==> config.mk <==
export PLATFORM = sky130hd
export DESIGN_NAME = pc_watch_trace_filter_unit
export DESIGN_NICKNAME = d
export VERILOG_FILES = /design/src/pcwtf_pkg.sv /design/src/pcwtf_match.sv /design/src/pc_watch_trace_filter_unit.sv
export SDC_FILE = /design/constraint.sdc
export NUM_CORES = 2
export LEC_CHECK = 0
export ABC_AREA = 1
export BUFFER_PORTS_ARGS = -buffer_cell sky130_fd_sc_hd__buf_4
export CORE_MARGIN = 1.5
export CORE_UTILIZATION = 35
export DETAILED_ROUTE_END_ITERATION = 8
export HOLD_SLACK_MARGIN = 0.05
export PLACE_DENSITY_LB_ADDON = 0.2
export SLEW_MARGIN = 20
export SYNTH_ARGS = -nofsm -noshare
export SYNTH_HDL_FRONTEND = slang
export SYNTH_SLANG_ARGS = --single-unit
export TNS_END_PERCENT = 20
==> constraint.sdc <==
create_clock -name clk_i -period 12.2 [get_ports clk_i]
set_input_delay 1.22 -clock clk_i [delete_from_list [all_inputs] [get_ports clk_i]]
set_output_delay 1.22 -clock clk_i [all_outputs]
set_load 0.02 [all_outputs]
==> src/pcwtf_pkg.sv <==
// shared widths, codes and defaults for the program-counter watch trace filter
`default_nettype none

package pcwtf_pkg;

  localparam int unsigned WatchEntriesDef = 16;

  localparam int unsigned AddrW   = 64;
  localparam int unsigned IdW     = 32;
  localparam int unsigned CountW  = 64;
  localparam int unsigned TotalW  = 5;
  localparam int unsigned SlotW   = 4;
  localparam int unsigned CoreW   = 8;
  localparam int unsigned CfgIdxW = 2;
  localparam int unsigned EntryW  = 9;

  localparam logic [TotalW-1:0] WatchTotalRst = TotalW'(1);

  typedef enum logic [0:0] {
    ACT_LOAD = 1'b0,
    ACT_EXEC = 1'b1
  } action_e;

  typedef enum logic [CfgIdxW-1:0] {
    CFG_EVENT_BUDGET = 2'd0,
    CFG_WATCH_BUDGET = 2'd1,
    CFG_WATCH_TOTAL  = 2'd2,
    CFG_UNUSED       = 2'd3
  } cfg_idx_e;

endpackage

`default_nettype wire

==> src/pcwtf_match.sv <==
// parallel compare of an executed address against the watch table, lowest slot wins
`default_nettype none

module pcwtf_match
  import pcwtf_pkg::*;
#(
  parameter int unsigned WATCH_ENTRIES = WatchEntriesDef,
  localparam int unsigned IdxW = (WATCH_ENTRIES > 1) ? $clog2(WATCH_ENTRIES) : 1
) (
  input  logic [AddrW-1:0]  address_i,
  input  logic [AddrW-1:0]  table_addr_i [WATCH_ENTRIES],
  input  logic [TotalW-1:0] in_use_i,
  output logic              found_o,
  output logic [IdxW-1:0]   index_o
);

  logic [WATCH_ENTRIES-1:0] match;

  always_comb begin
    for (int unsigned i = 0; i < WATCH_ENTRIES; i++) begin
      match[i] = (EntryW'(i) < EntryW'(in_use_i)) && (table_addr_i[i] == address_i);
    end
  end

  // priority encode, lowest matching slot
  always_comb begin
    found_o = 1'b0;
    index_o = '0;
    for (int i = WATCH_ENTRIES - 1; i >= 0; i--) begin
      if (match[i]) begin
        found_o = 1'b1;
        index_o = IdxW'(i);
      end
    end
  end

endmodule

`default_nettype wire

==> src/pc_watch_trace_filter_unit.sv <==
// top level of the program-counter watch trace filter
`default_nettype none

// Each item passes an input register and then the table search, budget checks and counter
// update before landing in the result register, so the unit takes one item per cycle unless
// a result waits on out_ready, and registers the result as the item leaves the input register.
// The cycle time is set by the address search over all table entries followed by the per-watch
// counter read, the 64-bit budget compare and the counter increment. A load item writes the
// table when it leaves the input register, so an execute item that follows it in the next
// cycle already sees the new entry. The watch table holds whatever was loaded; entries never
// loaded must not be placed in use.

module pc_watch_trace_filter_unit
  import pcwtf_pkg::*;
#(
  parameter int unsigned WATCH_ENTRIES = WatchEntriesDef
) (
  input  logic               clk_i,
  input  logic               rst_ni,
  input  logic               in_valid,
  output logic               in_ready,
  input  logic               action_i,
  input  logic [SlotW-1:0]   entry_slot_i,
  input  logic [AddrW-1:0]   address_i,
  input  logic [IdW-1:0]     entry_id_i,
  input  logic [CoreW-1:0]   core_index_i,
  output logic               out_valid,
  input  logic               out_ready,
  output logic               hit_o,
  output logic               emitted_o,
  output logic [IdW-1:0]     trace_word_o,
  output logic               watch_truncated_o,
  output logic               budget_hit_o,
  output logic               error_seen_o,
  output logic [CountW-1:0]  event_total_o,
  input  logic               cfg_valid,
  output logic               cfg_ready,
  input  logic [CfgIdxW-1:0] cfg_index,
  input  logic [CountW-1:0]  cfg_data
);

  localparam int unsigned IdxW = (WATCH_ENTRIES > 1) ? $clog2(WATCH_ENTRIES) : 1;

  // configuration
  logic [CountW-1:0] event_budget_q;
  logic [CountW-1:0] watch_budget_q;
  logic [TotalW-1:0] watch_total_q;

  // input register
  logic              s1_valid_q;
  logic              action_q;
  logic [SlotW-1:0]  slot_q;
  logic [AddrW-1:0]  addr_q;
  logic [IdW-1:0]    id_q;
  logic [CoreW-1:0]  core_q;

  // table and counters
  logic [AddrW-1:0]  tab_addr_q [WATCH_ENTRIES];
  logic [IdW-1:0]    tab_id_q   [WATCH_ENTRIES];
  logic [CountW-1:0] watch_cnt_q [WATCH_ENTRIES];
  logic [WATCH_ENTRIES-1:0] trunc_q;
  logic [CountW-1:0] emitted_cnt_q;
  logic              budget_flag_q;
  logic              error_flag_q;

  // result register
  logic              out_valid_q, out_valid_d;
  logic              hit_q;
  logic              emitted_q;
  logic [IdW-1:0]    word_q;
  logic              trunc_out_q;
  logic              budget_out_q;
  logic              error_out_q;
  logic [CountW-1:0] total_out_q;

  logic              advance;
  logic              is_exec;
  logic [TotalW-1:0] in_use;
  logic              found;
  logic [IdxW-1:0]   match_idx;
  logic [IdW-1:0]    match_id;
  logic [IdxW-1:0]   watch_idx;
  logic              id_ok;
  logic              budget_spent;
  logic              watch_spent;
  logic              core_ok;
  logic              set_budget;
  logic              set_error;
  logic              set_trunc;
  logic              emit_now;
  logic              load_ok;
  logic [IdxW-1:0]   load_idx;
  logic [EntryW-1:0] slot_ext;
  logic              budget_flag_d;
  logic              error_flag_d;
  logic [CountW-1:0] emitted_cnt_d;
  logic              trunc_now;

  assign advance   = s1_valid_q && (!out_valid_q || out_ready);
  assign in_ready  = !s1_valid_q || advance;
  assign cfg_ready = 1'b1;
  assign is_exec   = (action_q == ACT_EXEC);

  assign in_use = (EntryW'(watch_total_q) > EntryW'(WATCH_ENTRIES)) ?
                  TotalW'(WATCH_ENTRIES) : watch_total_q;

  pcwtf_match #(
    .WATCH_ENTRIES(WATCH_ENTRIES)
  ) u_match (
    .address_i   (addr_q),
    .table_addr_i(tab_addr_q),
    .in_use_i    (in_use),
    .found_o     (found),
    .index_o     (match_idx)
  );

  // checks in order of priority
  always_comb begin
    match_id     = tab_id_q[match_idx];
    watch_idx    = match_id[IdxW-1:0];
    id_ok        = IdW'(in_use) > match_id;
    budget_spent = emitted_cnt_q >= event_budget_q;
    watch_spent  = watch_cnt_q[watch_idx] >= watch_budget_q;
    core_ok      = (core_q == '0);
    set_budget   = 1'b0;
    set_error    = 1'b0;
    set_trunc    = 1'b0;
    emit_now     = 1'b0;
    if (is_exec && found) begin
      priority if (budget_spent) begin
        set_budget = 1'b1;
      end else if (!id_ok) begin
        set_error = 1'b1;
      end else if (watch_spent) begin
        set_trunc = 1'b1;
      end else if (!core_ok) begin
        set_error = 1'b1;
      end else begin
        emit_now = 1'b1;
      end
    end
    budget_flag_d = budget_flag_q || set_budget;
    error_flag_d  = error_flag_q || set_error;
    emitted_cnt_d = emit_now ? (emitted_cnt_q + CountW'(1)) : emitted_cnt_q;
    trunc_now     = is_exec && found && id_ok && (trunc_q[watch_idx] || set_trunc);
  end

  assign slot_ext = EntryW'(slot_q);
  assign load_idx = slot_ext[IdxW-1:0];
  assign load_ok  = !is_exec && (slot_ext < EntryW'(WATCH_ENTRIES));

  always_comb begin
    out_valid_d = out_valid_q;
    if (advance) begin
      out_valid_d = 1'b1;
    end else if (out_ready) begin
      out_valid_d = 1'b0;
    end
  end

  always_ff @(posedge clk_i or negedge rst_ni) begin
    if (!rst_ni) begin
      event_budget_q <= '1;
      watch_budget_q <= '1;
      watch_total_q  <= WatchTotalRst;
    end else if (cfg_valid && cfg_ready) begin
      unique case (cfg_idx_e'(cfg_index))
        CFG_EVENT_BUDGET: event_budget_q <= cfg_data;
        CFG_WATCH_BUDGET: watch_budget_q <= cfg_data;
        CFG_WATCH_TOTAL:  watch_total_q  <= cfg_data[TotalW-1:0];
        CFG_UNUSED:       ;
        default:          ;
      endcase
    end
  end

  always_ff @(posedge clk_i or negedge rst_ni) begin
    if (!rst_ni) begin
      s1_valid_q <= 1'b0;
    end else if (in_ready) begin
      s1_valid_q <= in_valid;
    end
  end

  always_ff @(posedge clk_i) begin
    if (in_valid && in_ready) begin
      action_q <= action_i;
      slot_q   <= entry_slot_i;
      addr_q   <= address_i;
      id_q     <= entry_id_i;
      core_q   <= core_index_i;
    end
  end

  // table contents, no reset
  always_ff @(posedge clk_i) begin
    if (advance && load_ok) begin
      tab_addr_q[load_idx] <= addr_q;
      tab_id_q[load_idx]   <= id_q;
    end
  end

  always_ff @(posedge clk_i or negedge rst_ni) begin
    if (!rst_ni) begin
      for (int unsigned i = 0; i < WATCH_ENTRIES; i++) begin
        watch_cnt_q[i] <= '0;
      end
      trunc_q       <= '0;
      emitted_cnt_q <= '0;
      budget_flag_q <= 1'b0;
      error_flag_q  <= 1'b0;
    end else if (advance) begin
      if (emit_now) begin
        watch_cnt_q[watch_idx] <= watch_cnt_q[watch_idx] + CountW'(1);
      end
      if (set_trunc) begin
        trunc_q[watch_idx] <= 1'b1;
      end
      emitted_cnt_q <= emitted_cnt_d;
      budget_flag_q <= budget_flag_d;
      error_flag_q  <= error_flag_d;
    end
  end

  always_ff @(posedge clk_i or negedge rst_ni) begin
    if (!rst_ni) begin
      out_valid_q <= 1'b0;
    end else begin
      out_valid_q <= out_valid_d;
    end
  end

  always_ff @(posedge clk_i) begin
    if (advance) begin
      hit_q        <= is_exec && found;
      emitted_q    <= emit_now;
      word_q       <= (is_exec && found) ? match_id : '0;
      trunc_out_q  <= trunc_now;
      budget_out_q <= budget_flag_d;
      error_out_q  <= error_flag_d;
      total_out_q  <= emitted_cnt_d;
    end
  end

  assign out_valid         = out_valid_q;
  assign hit_o             = hit_q;
  assign emitted_o         = emitted_q;
  assign trace_word_o      = word_q;
  assign watch_truncated_o = trunc_out_q;
  assign budget_hit_o      = budget_out_q;
  assign error_seen_o      = error_out_q;
  assign event_total_o     = total_out_q;

  a_emit_needs_hit : assert property (@(posedge clk_i) disable iff (!rst_ni)
    (out_valid_q && emitted_q) |-> hit_q)
    else $error("item emitted without a hit");

  a_count_only_on_emit : assert property (@(posedge clk_i) disable iff (!rst_ni)
    !(advance && emit_now) |=> $stable(emitted_cnt_q))
    else $error("event count moved without an emission");

  a_budget_sticky : assert property (@(posedge clk_i) disable iff (!rst_ni)
    budget_flag_q |=> budget_flag_q)
    else $error("budget flag cleared");

  a_error_sticky : assert property (@(posedge clk_i) disable iff (!rst_ni)
    error_flag_q |=> error_flag_q)
    else $error("error flag cleared");

endmodule

`default_nettype wire
==> metrics.txt <==
status complete, no violations; routability congestion estimate about 0.9; Pins Over Slew Limit 0; HPWL Detailed roughly 310000 µm; Std-Cell Rows 231; routed vias/inst slightly above 5; max-cap violation count 0; Nets about 15000; flop-to-flop setup slack between 600 and 700 ps; DR pass1 iterations 7; Worst-Skew Late Latency about 980 ps; Hold WS around 260 ps; Power Density 147 mW/mm²; Mapped Avg Cell Area around 9.6 µm²; Initial Utilization 0.351; r2r endpoint watch_cnt_q[90]; period utilization 0.949; Post-synth EDFFs 1746; commonest non-fill, non-tap cell in the layout nand2_1; number of distinct library cells after synthesis 76; clk sinks about 3000; post-CTS resize count 0; CP max stage delay 910 ps; WL per Instance approximately 25 µm; final hold vios 0; starting DRC count in detailed routing roughly 11000; CTS tree done; Reg clk slew, reported paths around 60 ps; Crit. End Element flop; Startpoint Class flop; Clock Skew approximately 100 ps; die area around 0.40 mm²; Critical R2R Launch addr_q[48]; WP data required ~13000 ps; die width 633 µm; detailed-route via count around 100k; post-synthesis sequential area ratio 0.602; Tmin final between 10000 and 15000 ps; vias in the first global route between 90000 and 100k; synthesized area 0.139 mm²; LEAKAGE about 67 nW; DRT antenna net count 0; RSZ-0062 raised after global routing no; critical path arrival 12430 ps; R2R cell count 41; most frequent cells in the layout 4262 x nand2_1, 1746 x edfxtp_1, 1210 x inv_1; initial antenna violation count 10; Finish-stage setup viols 0; Setup TNS 0 ps; Slew headroom 0.159; dominant synthesized flop cell edfxtp_1; largest net degree at the start of global routing 185; grt ovf 0; ys async rst share 0.415; clock root buffer clkbuf_16; Peak VDD IR 0.000151 V; residual DRC count 0; TritonCTS Buffers between 300 and 400; Crit Path Class reg2reg; #FFs+latches synth around 3000; Buffers on Ports around 280; H-tree Lvls 5; maximum clock frequency 0.0864 GHz; P&R area growth vs syn 14.4%; Most Frequent Cell on Critical Path nand2_1; fraction of layout cells with a size suffix above 1 0.107; Synthesis Warnings 0; Post-CTS Setup Bufs 0; core area 0.395 mm²; CTS Hold Bufs 0; first-pass GRT wire length around 720000 µm; Worst-Margin Slew about 1300 ps; WL final ~500000 µm; peak fanout along the critical path 34; Clock Path Buffers 4; syn_nets 14769; Worst Hold Class in2async; Tot GR Track Use 0.244; Mapped Cells roughly 14000; Die Y between 600 and 700 µm; Critical Path Slowest Stage Cell nor4_1; Top Ports ~280
[metal layers]
layer,vias up,share of wire,global-route usage
met5,-,0.000052,0
met4,4,0.035,0.0782
met3,836,0.072,0.0358
met2,4097,0.45,0.384
met1,51642,0.44,0.347
li1,48213,-,-
[flip-flops by register name, summed over array words and instances (netlist names), 4 cells and up]
signal / count
load_idx: 4
emitted_cnt_q: 64
event_budget_q: 64
watch_budget_q: 64
event_total_o: 64
tab_addr_q: 1024
id_q: 32
addr_q: 64
trace_word_o: 32
watch_total_q: 5
tab_id_q: 512
trunc_q: 16
watch_cnt_q: 1024
core_q: 8
[critical path: cells and delay by family, from the launching register on]
family,cells,cell delay (ps)
simple gates,22,5160
buf+inv,6,2600
compound gates,12,2490
flops,1,760
fa+ha+maj,1,380
[synth_stat cells (all sizes together), types with 4 or more instances]
master,count,share of area
nor4,77,0.0035
a2111oi,5,0.00036
o221ai,4,0.00025
or2,47,0.0021
nand3b,164,0.0089
a21oi,156,0.0057
nor3,59,0.0021
a22o,44,0.0028
dfrtp,1112,0.20
a211oi,32,0.0018
o22ai,86,0.0039
and3,6,0.00027
nor4b,8,0.00050
o2111ai,5,0.00032
o21ai,1256,0.045
buf,460,0.020
nor2,843,0.025
edfxtp,1746,0.38
mux2,4,0.00032
xor2,222,0.014
and2,5,0.00023
o211ai,40,0.0022
clkinv,8,0.00022
ha,135,0.012
nand2,4289,0.12
nor3b,4,0.00022
clkbuf,344,0.0093
xnor2,464,0.029
inv,1299,0.035
dfstp,129,0.024
o21bai,15,0.00081
nand4,186,0.0092
nand3,1133,0.041
a221oi,35,0.0022
[cell families (layout without fill, tap and decap cells)]
logic type,after synthesis,count (layout),share of synthesized area
multiplexers,6,6,0.000468
buffers and inverters,2111,2608,0.0645
XOR/XNOR,686,686,0.0434
flip-flops,2987,2987,0.602
AND/OR/NAND/NOR,6824,6824,0.210
AO/OA/AOI/OAI,1704,1704,0.0672
adder cells (fa/ha/maj),135,135,0.0122
other,1,8,0.0000270
[final cells by class]
type                       instances  area (µm²)
clock buffer                     456        9530
timing repair buffer             677        6110
antenna                            7        17.5
fill                           38923      236000
tap                             5242        6560
clock inverter                   168        1530
sequential                      2987       83600
multi-input combinational       9356       46600
inverter                        1307        4940
[how the worst max path moves through the flow]
stage | start | to | depth (start not counted)
2_1_floorplan | addr_q[13] | emitted_cnt_q[45] | 48
3_3_place_gp | addr_q[43] | watch_cnt_q[103] | 44
3_5_place_dp | addr_q[48] | watch_cnt_q[104] | 41
4_1_cts | addr_q[43] | watch_cnt_q[90] | 44
5_1_grt | addr_q[48] | emitted_cnt_q[49] | 50
6_report | addr_q[48] | watch_cnt_q[90] | 41
[metrics by stage]
step / total power, mW / utilization / setup WS (ps) / cell area (µm²) / std cells
2_1_floorplan: 12.4 / - / 5080 / 139000 / 14454
3_3_place_gp: 13.2 / 0.374 / 806 / 148000 / 19567
3_5_place_dp: 13.2 / 0.374 / 813 / 148000 / 19568
4_1_cts: 23.5 / 0.402 / 738 / 159000 / 20192
5_1_grt: 24.1 / 0.402 / 53.4 / 159000 / 20194
6_report: 23.3 / 0.402 / 622 / 159000 / 20200
[power by group]
group	leakage (nW)	switching, mW	internal [mW]
Combinational	31.4	1.21	0.518
Sequential	29.9	0.229	11.0
Clock	5.45	4.37	5.97
Note: power is estimated with default switching activity, not from simulation.
